## src/psar_pkg.sv

```systemverilog
// ----------------------------------------------------------------------------
// psar_pkg
// Types and constants shared by the scroll and VRAM address unit.
// ----------------------------------------------------------------------------
package psar_pkg;

   typedef enum logic [3:0] {
      ACT_CTRL_WRITE   = 4'd0,
      ACT_SCROLL_WRITE = 4'd1,
      ACT_ADDR_WRITE   = 4'd2,
      ACT_DATA_ACCESS  = 4'd3,
      ACT_STATUS_READ  = 4'd4,
      ACT_INC_X        = 4'd5,
      ACT_INC_Y        = 4'd6,
      ACT_HCOPY        = 4'd7,
      ACT_VCOPY        = 4'd8
   } psar_action_type;

   localparam int unsigned AddrWidth   = 15;
   localparam int unsigned AccessWidth = 14;

   localparam logic [AddrWidth-1:0] HCopyMask = 15'h041F;
   localparam logic [AddrWidth-1:0] VCopyMask = 15'h7BE0;
   localparam logic [4:0]           RowWrap   = 5'd29;
   localparam logic [4:0]           RowLast   = 5'd31;
   localparam logic [4:0]           ColLast   = 5'd31;
   localparam logic [2:0]           FineLast  = 3'd7;

   typedef struct packed {
      logic [AddrWidth-1:0] vram;
      logic [AddrWidth-1:0] temp;
      logic [2:0]           fine_x;
      logic                 toggle;
      logic                 inc_32;
   } psar_state_type;

   typedef struct packed {
      logic [3:0] action;
      logic [7:0] data_byte;
      logic       rendering_enabled;
      logic       in_render_line;
   } psar_item_type;

   typedef struct packed {
      logic [AddrWidth-1:0]   vram_addr;
      logic [AddrWidth-1:0]   temp_addr;
      logic [2:0]             fine_x;
      logic                   write_toggle;
      logic [AccessWidth-1:0] access_addr;
   } psar_result_type;

endpackage

```

## src/psar_req_if.sv

```systemverilog
// ----------------------------------------------------------------------------
// psar_req_if
// Event channel into the scroll and VRAM address unit.
// ----------------------------------------------------------------------------
interface psar_req_if;
   logic       valid;
   logic       ready;
   logic [3:0] action;
   logic [7:0] data_byte;
   logic       rendering_enabled;
   logic       in_render_line;

   modport source (
      output valid, action, data_byte, rendering_enabled, in_render_line,
      input  ready
   );
   modport sink (
      input  valid, action, data_byte, rendering_enabled, in_render_line,
      output ready
   );
endinterface

```

## src/psar_rsp_if.sv

```systemverilog
// ----------------------------------------------------------------------------
// psar_rsp_if
// Result channel out of the scroll and VRAM address unit.
// ----------------------------------------------------------------------------
interface psar_rsp_if;
   logic        valid;
   logic        ready;
   logic [14:0] vram_addr;
   logic [14:0] temp_addr;
   logic [2:0]  fine_x;
   logic        write_toggle;
   logic [13:0] access_addr;

   modport source (
      output valid, vram_addr, temp_addr, fine_x, write_toggle, access_addr,
      input  ready
   );
   modport sink (
      input  valid, vram_addr, temp_addr, fine_x, write_toggle, access_addr,
      output ready
   );
endinterface

```

## src/psar_step.sv

```systemverilog
// ----------------------------------------------------------------------------
// psar_step
// Next-state logic for v, t, fine X, the write toggle and the increment mode for one event.
// ----------------------------------------------------------------------------
module psar_step
   import psar_pkg::*;
(
   input  psar_state_type         state,
   input  psar_item_type          item,
   output psar_state_type         next_state,
   output logic [AccessWidth-1:0] access_addr
);

   function automatic logic [AddrWidth-1:0] step_x(input logic [AddrWidth-1:0] v);
      logic [AddrWidth-1:0] r;
      r = v;
      if (v[4:0] == ColLast) begin
         r[4:0] = 5'd0;
         r[10]  = ~v[10];
      end else begin
         r[4:0] = v[4:0] + 5'd1;
      end
      return r;
   endfunction

   function automatic logic [AddrWidth-1:0] step_y(input logic [AddrWidth-1:0] v);
      logic [AddrWidth-1:0] r;
      r = v;
      if (v[14:12] != FineLast) begin
         r[14:12] = v[14:12] + 3'd1;
      end else begin
         r[14:12] = 3'd0;
         if (v[9:5] == RowWrap) begin
            r[9:5] = 5'd0;
            r[11]  = ~v[11];
         end else if (v[9:5] == RowLast) begin
            r[9:5] = 5'd0;
         end else begin
            r[9:5] = v[9:5] + 5'd1;
         end
      end
      return r;
   endfunction

   logic [AddrWidth-1:0] step_amount;

   assign step_amount = state.inc_32 ? AddrWidth'(32) : AddrWidth'(1);

   always_comb begin
      next_state  = state;
      access_addr = '0;
      unique case (item.action)
         ACT_CTRL_WRITE: begin
            next_state.temp[11:10] = item.data_byte[1:0];
            next_state.inc_32      = item.data_byte[2];
         end
         ACT_SCROLL_WRITE: begin
            if (state.toggle) begin
               next_state.temp[14:12] = item.data_byte[2:0];
               next_state.temp[9:5]   = item.data_byte[7:3];
            end else begin
               next_state.temp[4:0] = item.data_byte[7:3];
               next_state.fine_x    = item.data_byte[2:0];
            end
            next_state.toggle = ~state.toggle;
         end
         ACT_ADDR_WRITE: begin
            if (state.toggle) begin
               next_state.temp[7:0] = item.data_byte;
               next_state.vram      = {state.temp[14:8], item.data_byte};
            end else begin
               next_state.temp[13:8] = item.data_byte[5:0];
               next_state.temp[14]   = 1'b0;
            end
            next_state.toggle = ~state.toggle;
         end
         ACT_DATA_ACCESS: begin
            access_addr = state.vram[AccessWidth-1:0];
            if (item.rendering_enabled && item.in_render_line) begin
               next_state.vram = step_y(step_x(state.vram));
            end else begin
               next_state.vram = state.vram + step_amount;
            end
         end
         ACT_STATUS_READ: begin
            next_state.toggle = 1'b0;
         end
         ACT_INC_X: begin
            if (item.rendering_enabled) next_state.vram = step_x(state.vram);
         end
         ACT_INC_Y: begin
            if (item.rendering_enabled) next_state.vram = step_y(state.vram);
         end
         ACT_HCOPY: begin
            if (item.rendering_enabled) begin
               next_state.vram = (state.vram & ~HCopyMask) | (state.temp & HCopyMask);
            end
         end
         ACT_VCOPY: begin
            if (item.rendering_enabled) begin
               next_state.vram = (state.vram & ~VCopyMask) | (state.temp & VCopyMask);
            end
         end
         default: begin
         end
      endcase
   end

endmodule

```

## src/ppu_scroll_address_registers_unit.sv

```systemverilog
// ----------------------------------------------------------------------------
// ppu_scroll_address_registers_unit
// Scroll and VRAM address registers (v, t, fine X, write toggle).
// ----------------------------------------------------------------------------
// Takes one event per clock while the skid register is empty. Each accepted
// event updates v, t, fine X and the write toggle in the same cycle; its
// result word goes to the result register, or to the skid register when
// the result register is still full. The two-entry buffer lets the unit
// take one more event while the response side stalls; the request side
// stalls only while both entries are full. No clearing pass after reset.
module ppu_scroll_address_registers_unit
   import psar_pkg::*;
(
   input  logic       clock,
   input  logic       reset,
   psar_req_if.sink   req_chan,
   psar_rsp_if.source rsp_chan
);

   psar_state_type  state_ff, state_in;
   psar_item_type   item;
   psar_result_type result;
   psar_result_type head_ff, head_in, skid_ff, skid_in;
   logic            head_valid_ff, head_valid_in;
   logic            skid_valid_ff, skid_valid_in;
   logic [AccessWidth-1:0] access_addr;
   logic            accept;
   logic            pop;

   assign item.action            = req_chan.action;
   assign item.data_byte         = req_chan.data_byte;
   assign item.rendering_enabled = req_chan.rendering_enabled;
   assign item.in_render_line    = req_chan.in_render_line;

   psar_step u_step (
      .state       (state_ff),
      .item        (item),
      .next_state  (state_in),
      .access_addr (access_addr)
   );

   assign result.vram_addr    = state_in.vram;
   assign result.temp_addr    = state_in.temp;
   assign result.fine_x       = state_in.fine_x;
   assign result.write_toggle = state_in.toggle;
   assign result.access_addr  = access_addr;

   assign req_chan.ready = ~skid_valid_ff;
   assign accept         = req_chan.valid & ~skid_valid_ff;
   assign pop            = head_valid_ff & rsp_chan.ready;

   always_comb begin
      head_in       = head_ff;
      skid_in       = skid_ff;
      head_valid_in = head_valid_ff;
      skid_valid_in = skid_valid_ff;
      if (skid_valid_ff) begin
         if (pop) begin
            head_in       = skid_ff;
            skid_valid_in = 1'b0;
         end
      end else if (accept) begin
         if (!head_valid_ff || pop) begin
            head_in       = result;
            head_valid_in = 1'b1;
         end else begin
            skid_in       = result;
            skid_valid_in = 1'b1;
         end
      end else if (pop) begin
         head_valid_in = 1'b0;
      end
   end

   always_ff @(posedge clock) begin
      if (reset) begin
         state_ff      <= '0;
         head_valid_ff <= 1'b0;
         skid_valid_ff <= 1'b0;
      end else begin
         if (accept) state_ff <= state_in;
         head_valid_ff <= head_valid_in;
         skid_valid_ff <= skid_valid_in;
      end
   end

   always_ff @(posedge clock) begin
      head_ff <= head_in;
      skid_ff <= skid_in;
   end

   assign rsp_chan.valid        = head_valid_ff;
   assign rsp_chan.vram_addr    = head_ff.vram_addr;
   assign rsp_chan.temp_addr    = head_ff.temp_addr;
   assign rsp_chan.fine_x       = head_ff.fine_x;
   assign rsp_chan.write_toggle = head_ff.write_toggle;
   assign rsp_chan.access_addr  = head_ff.access_addr;

`ifndef ASSERT_OFF
   a_skid_implies_head: assert property (@(posedge clock) disable iff (reset)
      skid_valid_ff |-> head_valid_ff)
      else $error("skid entry held without a result entry");

   a_accept_fills: assert property (@(posedge clock) disable iff (reset)
      accept |=> head_valid_ff)
      else $error("accepted event produced no result");

   a_state_holds: assert property (@(posedge clock) disable iff (reset)
      !accept |=> $stable(state_ff))
      else $error("address state changed without an event");

   a_stalled_result_kept: assert property (@(posedge clock) disable iff (reset)
      head_valid_ff && !rsp_chan.ready |=> head_valid_ff && $stable(head_ff))
      else $error("stalled result lost or changed");

   a_result_tracks_state: assert property (@(posedge clock) disable iff (reset)
      accept && !head_valid_ff |=> head_ff.vram_addr == state_ff.vram
                                 && head_ff.temp_addr == state_ff.temp)
      else $error("result does not match updated state");
`endif

endmodule

```

## src/flat_wrapper.sv

```systemverilog
// flat-port wrapper written by rule: the top's interface ports become plain ports
module ppu_scroll_address_registers_unit_flat import psar_pkg::*;
  (clock, reset, req_chan_valid, req_chan_action, req_chan_data_byte, req_chan_rendering_enabled, req_chan_in_render_line, req_chan_ready, rsp_chan_valid, rsp_chan_vram_addr, rsp_chan_temp_addr, rsp_chan_fine_x, rsp_chan_write_toggle, rsp_chan_access_addr, rsp_chan_ready);
  psar_req_if req_chan_i ();
  psar_rsp_if rsp_chan_i ();
  input  logic clock;
  input  logic reset;
  input wire logic [$bits(req_chan_i.valid)-1:0] req_chan_valid;
  input wire logic [$bits(req_chan_i.action)-1:0] req_chan_action;
  input wire logic [$bits(req_chan_i.data_byte)-1:0] req_chan_data_byte;
  input wire logic [$bits(req_chan_i.rendering_enabled)-1:0] req_chan_rendering_enabled;
  input wire logic [$bits(req_chan_i.in_render_line)-1:0] req_chan_in_render_line;
  output wire logic [$bits(req_chan_i.ready)-1:0] req_chan_ready;
  output wire logic [$bits(rsp_chan_i.valid)-1:0] rsp_chan_valid;
  output wire logic [$bits(rsp_chan_i.vram_addr)-1:0] rsp_chan_vram_addr;
  output wire logic [$bits(rsp_chan_i.temp_addr)-1:0] rsp_chan_temp_addr;
  output wire logic [$bits(rsp_chan_i.fine_x)-1:0] rsp_chan_fine_x;
  output wire logic [$bits(rsp_chan_i.write_toggle)-1:0] rsp_chan_write_toggle;
  output wire logic [$bits(rsp_chan_i.access_addr)-1:0] rsp_chan_access_addr;
  input wire logic [$bits(rsp_chan_i.ready)-1:0] rsp_chan_ready;
  assign req_chan_i.valid = req_chan_valid;
  assign req_chan_i.action = req_chan_action;
  assign req_chan_i.data_byte = req_chan_data_byte;
  assign req_chan_i.rendering_enabled = req_chan_rendering_enabled;
  assign req_chan_i.in_render_line = req_chan_in_render_line;
  assign req_chan_ready = req_chan_i.ready;
  assign rsp_chan_valid = rsp_chan_i.valid;
  assign rsp_chan_vram_addr = rsp_chan_i.vram_addr;
  assign rsp_chan_temp_addr = rsp_chan_i.temp_addr;
  assign rsp_chan_fine_x = rsp_chan_i.fine_x;
  assign rsp_chan_write_toggle = rsp_chan_i.write_toggle;
  assign rsp_chan_access_addr = rsp_chan_i.access_addr;
  assign rsp_chan_i.ready = rsp_chan_ready;
  ppu_scroll_address_registers_unit u_core (.clock(clock), .reset(reset), .req_chan(req_chan_i), .rsp_chan(rsp_chan_i));
endmodule
```

## config.mk

```make
export PLATFORM = sky130hd
export DESIGN_NAME = ppu_scroll_address_registers_unit_flat
export DESIGN_NICKNAME = d
export VERILOG_FILES = /design/src/psar_pkg.sv /design/src/psar_req_if.sv /design/src/psar_rsp_if.sv /design/src/psar_step.sv /design/src/ppu_scroll_address_registers_unit.sv /design/src/flat_wrapper.sv
export SDC_FILE = /design/constraint.sdc
export NUM_CORES = 1
export LEC_CHECK = 0
export BUFFER_PORTS_ARGS = -buffer_cell sky130_fd_sc_hd__buf_2
export CORE_MARGIN = 2
export CORE_UTILIZATION = 55
export CTS_CLUSTER_DIAMETER = 50
export DETAILED_ROUTE_END_ITERATION = 12
export HOLD_SLACK_MARGIN = 0.06
export PLACE_DENSITY = 0.85
export SYNTH_ARGS = -nofsm -noshare
export SYNTH_HDL_FRONTEND = slang
export SYNTH_SLANG_ARGS = --single-unit
export TNS_END_PERCENT = 20
```

## constraint.sdc

```tcl
create_clock -name clock -period 10.5 [get_ports clock]
set_input_delay 1.05 -clock clock [delete_from_list [all_inputs] [get_ports clock]]
set_output_delay 1.05 -clock clock [all_outputs]
set_load 0.02 [all_outputs]
```

==> metrics, run 1 <==
Resize count post-CTS=0; CTS clk-pin slew, worst paths=roughly 0.06 ns; H-Tree Depth=4; # fillers=1,012; Pleak=0.00308 uW; vias in the first global route=between 5,000 and 6,000; DRT Wirelength=21.3 mm; Worst setup SP type=primary input; CTS Hold Bufs=0; Final ANT Viol Nets=0; power density cells=175 nW/um^2; Data arrival, critical path=3.71 ns; CP Capture Type=register; Hold Crit Endpoint=u_core.state_ff[5]; FF-to-FF End=u_core.rsp_chan.vram_addr[6]; min Tclk post-route=3.47 ns; core area=~13,000 um^2; CTS root buffer=clkbuf_16; VDD IR max=0.0000849 V; Setup Skew=a little over 0.009 ns; worst slew pin tran=1.28 ns; setup slack, reg-to-reg=7.25 ns; IO buf count=between 60 and 70; Worst-Skew Late Latency=0.43 ns; CP Class=in -> reg; clk buf depth=2; Routability Congestion=1.03; CTS sink cnt=~130; hold depth=2; worst-case reg-to-reg path depth=8; Worst R2R Start=u_core.state_ff[20]; slew margin rel.=0.141; DRC violations left=0; die height=~120 um; DR iter-0 viols=650; die area=13,900 um^2; WHS=0.497 ns; Seq/Total Area, Yosys=0.506; largest net degree at the start of global routing=49; area leader, netlist=edfxtp_1; post-DR vias/cell=6.45; CTS tree=done; routed len/inst=approximately 23 um; crit path from=req_chan_action[1]; Area Overhead vs Synth=14.4%; TritonCTS Buffers=17; Slew Limit Fails=0; IO Count=68; All-Layer GR Usage=0.309; postcts setup bufs=0; die width=between 100 and 150 um; Data required, critical path=10.74 ns; Yosys reg bits=133; Hold Path Class=reg -> reg; endpoints failing setup=0; first-pass GRT wire length=roughly 33 mm; status=complete, no violations; diode count=0; Tcrit/Tclk final=0.330; num rows=41; distinct cell type count after synthesis=72; share of cells above drive strength 1=0.217; Hold Startpoint=u_core.state_ff[5]; GRT overflow=0; Setup TNS=0 ns; syn nets=between 700 and 800; Peak Freq=a little under 300 MHz; Hold Vio Cnt, Final=0; initial core utilization=0.565; number of antenna violations at the first check in global routing=0; syn_area_per_cell=10.3 um^2; number of vias in the routed layout=between 5,000 and 6,000; # Max-Cap Violations=0; Syn Inst Count=694; NumNets Final=760; Synth Flop Type=edfxtp_1; Syn Std Cell Area=7160 um^2; Detailed Place HPWL=14.6 mm; number of synthesized flops with an enable pin=96; unrepaired setup endpoints after global routing=no; First-pass DRT Iterations=6; ranking of synthesized cells by area=edfxtp_1 (40%), dfxtp_1 (10%), mux2_2 (6.8%); Yosys top cell area share=0.403; synth warn=0; crit path max fanout=35; fraction of registers with async set/reset=0
[kinds of logic after synthesis]
family,synth area share
AND/OR/NAND/NOR,0.166
adder cells (fa/ha/maj),0.0175
multiplexers,0.0845
buffers and inverters,0.0376
XOR/XNOR,0.00857
flip-flops,0.506
AO/OA/AOI/OAI,0.180
[layout by cell type, fill, tap and decap left out, types with 4 or more instances in the layout]
master,netlist,layout
edfxtp_1,96,96
nor2_1,71,71
buf_2,5,67
nand2_1,54,54
a21oi_1,45,44
mux2_2,43,43
dfxtp_1,37,37
o21ai_0,22,22
nor3_1,19,19
clkbuf_16,0,17
nand3_1,16,16
inv_1,15,15
and2_1,15,15
a22o_1,15,15
a211oi_1,11,11
o22ai_1,11,11
o31ai_1,11,11
ha_1,10,10
mux2i_1,9,9
and3_1,9,8
nand2b_1,8,8
o21a_1,8,8
a31oi_1,7,7
a21o_1,7,7
o211ai_1,6,6
nand4_1,5,5
clkinv_4,0,5
buf_4,0,5
nor2b_1,5,4
a2bb2oi_1,4,4
a221oi_1,4,4
xor2_1,4,4
and4_1,4,4
[how the worst max path moves through the flow]
stage,to,cells after the start
finish,u_core.rsp_chan.vram_addr[7],7
global route,u_core.rsp_chan.vram_addr[7],7
CTS,u_core.rsp_chan.vram_addr[7],7
detailed placement,u_core.rsp_chan.vram_addr[7],7
floorplan,u_core.rsp_chan.access_addr[0],4
global placement,u_core.rsp_chan.vram_addr[7],7
[critical path, cell delays in order]
cell and delay [ns]:
buf_2 0.46, nor4bb_4 0.95, nand2_1 0.30, o22ai_1 0.30, a211oi_1 0.12, and3_1 0.27, o31ai_1 0.24
[stage by stage]
step                      total power (uW)  setup slack (ns)  instance area, um^2  std cells   util
after floorplan                        751              6.10                 7160        694      -
after global placement                 808              6.71                 7570        885  0.597
after detailed placement               814              6.59                 7570        885  0.597
after CTS                             1430              7.03                 8190        917  0.646
after global routing                  1470              6.78                 8190        917  0.646
final                                 1430              7.03                 8190        917  0.646
[layer usage]
layer  share of wire  wire length [um]  track usage  vias up
li1                -                 -            -     2702
met1            0.45              9510        0.453     2912
met2            0.46              9750        0.460      277
met3           0.081              1720       0.0722       26
met4           0.014               293       0.0813        0
met5               0                 0            0        -
[Yosys cell counts (3+ instances only)]
master	count
nor3b_1	3
xnor2_1	3
nand3_1	16
a41oi_1	3
nand2_1	54
a31oi_1	7
xor2_1	4
ha_1	10
a2bb2oi_1	4
o22ai_1	11
nand4_1	5
a21o_1	7
nor2_1	71
nor3_1	19
nor2b_1	5
a21oi_1	45
mux2_2	43
a22oi_1	3
edfxtp_1	96
and4_1	4
or4_1	3
or3_1	3
o21ai_1	3
inv_1	15
o21a_1	8
clkbuf_1	42
o211ai_1	6
a221oi_1	4
and3_1	9
o21ai_0	22
buf_1	6
a211oi_1	11
dfxtp_1	37
mux2i_1	9
o31ai_1	11
buf_2	5
nand2b_1	8
a22o_1	15
and2_1	15
[report_power, final]
part           internal (uW)  switching (uW)  leakage [uW]
combinational           62.6             119       0.00154
sequential               600            27.2       0.00123
clock                    380             244      0.000302
[registers in the layout (all words and copies together), names as in the netlist]
| name | cells |
|---|---|
| u_core.rsp_chan.vram_addr | 15 |
| u_core.rsp_chan.temp_addr | 15 |
| u_core.rsp_chan.write_toggle | 1 |
| u_core.rsp_chan.valid | 1 |
| u_core.skid_valid_ff | 1 |
| u_core.state_ff | 35 |
| u_core.rsp_chan.access_addr | 14 |
| u_core.skid_ff | 48 |
| u_core.rsp_chan.fine_x | 3 |
[cell type report]
type                    count  area [um^2]  share of cell area
repair buffers             72          373              0.0455
clock buffers              17          425              0.0519
multi-input cells         491         3290               0.402
flip-flops and latches    133         3620               0.442
well taps                 172          215              0.0263
inverters                  17         63.8             0.00779
clock inverters            15          195              0.0238
No activity file was read; power rests on OpenSTA's default activity.
==> run 2, diff against run 1 <==
Settings changed: ABC_AREA set to 1, CORE_UTILIZATION 55 to 54, PLACE_DENSITY 0.85 to 0.86.
Clock period 10.5 ns to 3 ns, I/O delays scaled along.
==> run 2 against run 1 <==
Critical path depth rose by 5. Sequential power rose to 3.5 times the previous value. Routed wire length fell by 2.2%. Non-clock buffer count rose by 7. Final cell count rose by 32%. Utilization fell by 0.94 points. Total power rose to 3.6 times the previous value. Via count rose by 16%. Largest power group unchanged. Combinational power rose to 4.0 times the previous value. Clock power rose to 3.5 times the previous value. Critical endpoint is now u_core.rsp_chan.vram_addr[5]. Register-to-register slack got worse by 6.6 ns. Setup slack got worse by 6.4 ns.
==> metrics, run 2 <==
status=complete, no violations; most frequent cells in the layout=nand2_1 (314), nor2_1 (113), edfxtp_1 (96); worst slew pin tran=0.937 ns; area leader, netlist=edfxtp_1; worst path buffer plus inverter count=1; IO Count=68; CTS Hold Bufs=0; die height=about 120 um; First-pass DRT Iterations=6; CTS root buffer=clkbuf_16; Hold Startpoint=rsp_chan_ready; FF-to-FF End=u_core.rsp_chan.vram_addr[5]; number of vias in the routed layout=6,866; # Max-Cap Violations=0; pre-CTS setup slack=0.718 ns; leading cell type in the layout, fill and taps excluded=nand2_1; CTS sink cnt=133; DRT Wirelength=roughly 21 mm; Final ANT Viol Nets=0; Setup Skew=approximately 0.013 ns; CTS clk-pin slew, worst paths=0.06 ns; Resize count post-CTS=0; Area Overhead vs Synth=14.3%; Hold Vio Cnt, Final=0; Hold Path Class=in -> reg; worst-case reg-to-reg path depth=12; Yosys reg bits=133; setup slack, reg-to-reg=0.66 ns; WHS=between 0.15 and 0.2 ns; GRT overflow=0; CTS tree=done; Slowest cell on crit path=dfxtp_1; VDD IR max=0.000403 V; syn nets=999; max FFs per register=48; NumNets Final=between 1,000 and 1,500; Tcrit/Tclk final=0.782; Setup TNS=0 ns; Worst R2R Start=u_core.state_ff[32]; number of synthesized flops with an enable pin=between 90 and 100; Slew Limit Fails=0; synth warn=0; Detailed Place HPWL=14.4 mm; fraction of registers with async set/reset=0; Hold Crit Endpoint=u_core.skid_valid_ff; distinct cell type count after synthesis=42; Reg area=3620 um^2; syn_area_per_cell=7.66 um^2; DR iter-0 viols=872; Worst-Skew Late Latency=between 0.4 and 0.5 ns; diode count=0; endpoints failing setup=0; hold depth=4; Pleak=0.00385 uW; worst path cell trace=ha_1 -> ha_1 -> inv_1 -> o21bai_1 -> nand2_1 -> nand2_1 -> nand2_1 -> nand2_1 -> nand2_1 -> nand3_1 -> nand2_1 -> nand2_1; Top reg by flops=u_core.skid_ff; initial core utilization=0.557; IO buf count=67; delay-heaviest family, CP=simple AND/OR/NAND/NOR gates; postcts setup bufs=0; Seq/Total Area, Yosys=0.487; cell mode on critical path=nand2_1; core area=approximately 13,000 um^2; Syn Inst Count=a little under 1,000; routed len/inst=17.2 um; Data arrival, critical path=roughly 2.5 ns; Yosys top cell area share=0.388; clk buf depth=2; count leader, synth=nand2_1; TritonCTS Buffers=17; DRC violations left=0; die area=14,700 um^2; vias in the first global route=approximately 6,300; min Tclk post-route=2.34 ns; Syn Std Cell Area=~7400 um^2; # fillers=1,163; slew margin rel.=0.371; power density cells=approximately 600 nW/um^2; Synth Flop Type=edfxtp_1; Layout Utilization=0.637; number of antenna violations at the first check in global routing=0; crit path max fanout=10; Top Registers=u_core.skid_ff: 48 flops, u_core.state_ff: 35 flops; H-Tree Depth=4; share of cells above drive strength 1=0.136; CP Class=reg -> reg; ranking of synthesized cells by area=edfxtp_1 (39%), nand2_1 (16%), dfxtp_1 (10%); die width=~120 um; setup ws final=0.655 ns; largest net degree at the start of global routing=61; first-pass GRT wire length=33.3 mm; CP Capture Type=register; Routability Congestion=~0.95; num rows=42; Data required, critical path=3.18 ns; Synth top cells by count=nand2_1 (314), nor2_1 (114), edfxtp_1 (96); unrepaired setup endpoints after global routing=no; All-Layer GR Usage=0.297; Critical Path Max Stage Delay=0.57 ns; post-DR vias/cell=between 5 and 6; area taken by multi-input logic gates=3230 um^2; Worst setup SP type=register; Peak Freq=427 MHz
[run 2: how the worst max path moves through the flow]
| stage | slack [ns] | from | end | cells past startpoint |
|---|---|---|---|---|
| 5_1_grt | 0.43 | u_core.state_ff[32] | u_core.rsp_chan.vram_addr[5] | 12 |
| 6_report | 0.66 | u_core.state_ff[32] | u_core.rsp_chan.vram_addr[5] | 12 |
| 4_1_cts | 0.72 | u_core.state_ff[32] | u_core.rsp_chan.vram_addr[5] | 12 |
| 3_3_place_gp | 0.73 | req_chan_rendering_enabled | u_core.rsp_chan.vram_addr[10] | 11 |
| 3_5_place_dp | 0.72 | req_chan_rendering_enabled | u_core.rsp_chan.vram_addr[10] | 11 |
| 2_1_floorplan | 0.36 | u_core.skid_valid_ff | u_core.rsp_chan.access_addr[0] | 7 |
[run 2: final cells by class]
class | instances | share of cell area
inverter | 96 | 0.0427
clock buffer | 23 | 0.0586
timing repair buffer | 79 | 0.0515
multi-input combinational | 693 | 0.380
tap | 176 | 0.0259
sequential | 133 | 0.426
clock inverter | 9 | 0.0146
[run 2: per-stage QoR]
| step | cell area [um^2] | std cells | power [uW] |
|---|---|---|---|
| 2_1_floorplan | 7440 | 971 | 2710 |
| 3_3_place_gp | 7880 | 1177 | 2920 |
| 3_5_place_dp | 7880 | 1177 | 2940 |
| 4_1_cts | 8500 | 1209 | 5100 |
| 5_1_grt | 8500 | 1209 | 5280 |
| 6_report | 8500 | 1209 | 5100 |
[run 2: kinds of logic (layout without fill, tap and decap cells)]
| group | count (synthesis) | count (layout) | synth area share |
|---|---|---|---|
| AO/OA/AOI/OAI | 160 | 160 | 0.123 |
| adder cells (fa/ha/maj) | 10 | 10 | 0.0168 |
| buffers and inverters | 145 | 207 | 0.0792 |
| XOR/XNOR | 3 | 3 | 0.00353 |
| multiplexers | 3 | 3 | 0.00421 |
| flip-flops | 133 | 133 | 0.487 |
| AND/OR/NAND/NOR | 517 | 517 | 0.286 |
[run 2: metal layers]
metal | up-vias | track usage | part of all wire | routed length, um
li1 | 3300 | - | - | -
met1 | 3150 | 0.416 | 0.43 | 8910
met2 | 371 | 0.449 | 0.45 | 9420
met3 | 45 | 0.0639 | 0.092 | 1910
met4 | 0 | 0.118 | 0.027 | 563
met5 | - | 0 | 0 | 0
[run 2: worst reg2reg max path: stages, from the launching register on]
cell	delay [ns]
dfxtp_1	0.57
ha_1	0.25
ha_1	0.35
inv_1	0.12
o21bai_1	0.19
nand2_1	0.08
nand2_1	0.05
nand2_1	0.07
nand2_1	0.05
nand2_1	0.07
nand3_1	0.14
nand2_1	0.10
nand2_1	0.06
[run 2: report_power, final]
group / internal, uW / switching (uW)
sequential: 2110 / 92.5
clock: 1410 / 766
combinational: 204 / 511
total: 3730 / 1370
==> run 3, diff against run 2 <==
Clock period 3 ns to 2 ns, I/O delays scaled along.
==> run 3 against run 2 <==
Worst hold slack worse by 0.11 ns. Non-clock buffer count grew 61. First-iteration DRC count shrank 5.6%. Critical endpoint is now u_core.rsp_chan.vram_addr[10]. Largest cell class unchanged. Highest routed layer unchanged.
==> metrics, run 3 (synthesis results as in run 2) <==
Final Power=around 7700 uW; unrepaired setup endpoints after global routing=yes; Data required, critical path=2.17 ns; setup ws final=0.0153 ns; Peak Freq=504 MHz; pre-CTS setup slack=-0.124 ns; All-Layer GR Usage=0.309; Worst R2R Start=u_core.state_ff[21]; share of cells above drive strength 1=0.231; hold depth=4; IO buf count=67; Slew Limit Fails=0; NumNets Final=1,109; Worst-Skew Late Latency=0.43 ns; worst slew pin tran=0.623 ns; largest net degree at the start of global routing=40; # fillers=1,104; Hold Path Class=in -> reg; CTS clk-pin slew, worst paths=0.06 ns; Critical Path Max Stage Delay=roughly 0.36 ns; Slowest cell on crit path=dfxtp_2; Hold Crit Endpoint=u_core.rsp_chan.valid; Tcrit/Tclk final=0.992; Top reg by flops=u_core.skid_ff; max FFs per register=48; DRT Wirelength=22.4 mm; Hold Vio Cnt, Final=0; die height=121 um; GRT overflow=0; crit path max fanout=4; post-DR vias/cell=approximately 5.7; TritonCTS Buffers=17; Post-Layout Cell Count=1,270; leading cell type in the layout, fill and taps excluded=nand2_1; CTS sink cnt=133; Routability Congestion=between 1 and 1.5; Data arrival, critical path=2.15 ns; Layout Utilization=0.688; die area=14,700 um^2; CP Class=reg -> reg; DR iter-0 viols=823; endpoints failing setup=0; clk buf depth=2; IO Count=68; worst-case reg-to-reg path depth=13; num rows=42; first-pass GRT wire length=between 30 and 40 mm; CTS tree=done; routed len/inst=~18 um; Detailed Place HPWL=15.7 mm; VDD IR max=0.000567 V; vias in the first global route=between 6,000 and 7,000; H-Tree Depth=4; Pleak=0.00416 uW; FF-to-FF End=u_core.rsp_chan.vram_addr[10]; Hold Startpoint=rsp_chan_ready; First-pass DRT Iterations=7; setup slack, reg-to-reg=0.02 ns; power density cells=835 nW/um^2; Setup Skew=0.0108 ns; worst path cell trace=ha_4 -> nand2_4 -> nor2_4 -> ha_4 -> buf_12 -> xnor2_4 -> nand2_1 -> nand3_2 -> nand3_2 -> nor2_2 -> nand2_1 -> o21ai_2 -> o21ai_1; CTS Hold Bufs=0; number of vias in the routed layout=7,222; number of antenna violations at the first check in global routing=0; # Max-Cap Violations=0; core area=13,300 um^2; initial core utilization=0.557; worst path buffer plus inverter count=1; die width=between 100 and 150 um; Top Registers=u_core.skid_ff: 48 flops, u_core.state_ff: 35 flops; diode count=0; most frequent cells in the layout=nand2_1 (299), nor2_1 (105), edfxtp_1 (96); slew margin rel.=0.584; CP Capture Type=register; Worst setup SP type=register; delay-heaviest family, CP=simple AND/OR/NAND/NOR gates; Area Overhead vs Synth=23.5%; Final ANT Viol Nets=0; min Tclk post-route=about 2.0 ns; Placed Cells=1,232; CTS root buffer=clkbuf_16; status=complete, no violations; DRC violations left=0
run 3: cell count changes in the layout (fill, tap and decap cells not counted), sizes merged:
cell      delta
inv          +1
clkbuf       -3
clkinvlp     +5
bufinv       -1
buf         +61
clkinv       -2
run 3: cell type report:
cell class | instances | area (um^2) | area share
clock buffers | 20 | 467 | 0.0508
clock inverters | 12 | 128 | 0.0139
inverters | 96 | 367 | 0.0399
multi-input cells | 693 | 3450 | 0.375
flip-flops and latches | 133 | 3640 | 0.396
well taps | 176 | 220 | 0.0240
repair buffers | 140 | 916 | 0.0997
run 3: repair_timing:
item	4_1_cts	5_1_grt
gates cloned	0	0
hold endpoints to repair	0	0
buffers inserted	0	7
pin swaps	0	26
resized for setup	9	54
endpoints found under the setup margin	10	34
run 3: worst min-delay path, delay by kind of cell:
kind                   cells  cell delay (ns)
AOI/OAI and AO/OA          1             0.08
and+or+nand+nor            1             0.05
buffers and inverters      2             0.14
run 3: layer usage:
| layer | wire [um] | share of wire | track usage | vias up |
|---|---|---|---|---|
| met4 | 498 | 0.022 | 0.106 | 0 |
| met1 | 9560 | 0.43 | 0.427 | 3351 |
| li1 | - | - | - | 3424 |
| met2 | 10300 | 0.46 | 0.487 | 395 |
| met3 | 2080 | 0.093 | 0.0634 | 52 |
| met5 | 0 | 0 | 0 | - |
run 3: power by group:
part / internal (uW) / total (uW) / switching [uW]
clock: 1930 / 3120 / 1190
combinational: 415 / 1270 / 859
sequential: 3170 / 3270 / 106
run 3: how the worst max path moves through the flow:
stage,from,endpoint,slack (ns),cells after the start
after floorplan,u_core.skid_valid_ff,u_core.rsp_chan.access_addr[0],0.003,7
after global placement,u_core.state_ff[20],u_core.rsp_chan.vram_addr[10],-0.09,13
after detailed placement,u_core.state_ff[20],u_core.rsp_chan.vram_addr[10],-0.12,12
after CTS,u_core.state_ff[20],u_core.rsp_chan.vram_addr[2],-0.04,13
after global routing,u_core.state_ff[0],u_core.rsp_chan.vram_addr[14],-0.07,14
final,u_core.state_ff[21],u_core.rsp_chan.vram_addr[10],0.02,13
run 3: metrics by stage:
| step | cell area (um^2) | setup TNS [ns] | hold WS [ns] |
|---|---|---|---|
| CTS | 8930 | -0.0455 | 0.0671 |
| global route | 9180 | -0.322 | 0.0988 |
| detailed placement | 8300 | -0.411 | 0.501 |
| floorplan | 7460 | 0 | 0.374 |
| finish | 9180 | 0 | 0.0835 |
| global placement | 8300 | -0.283 | 0.499 |
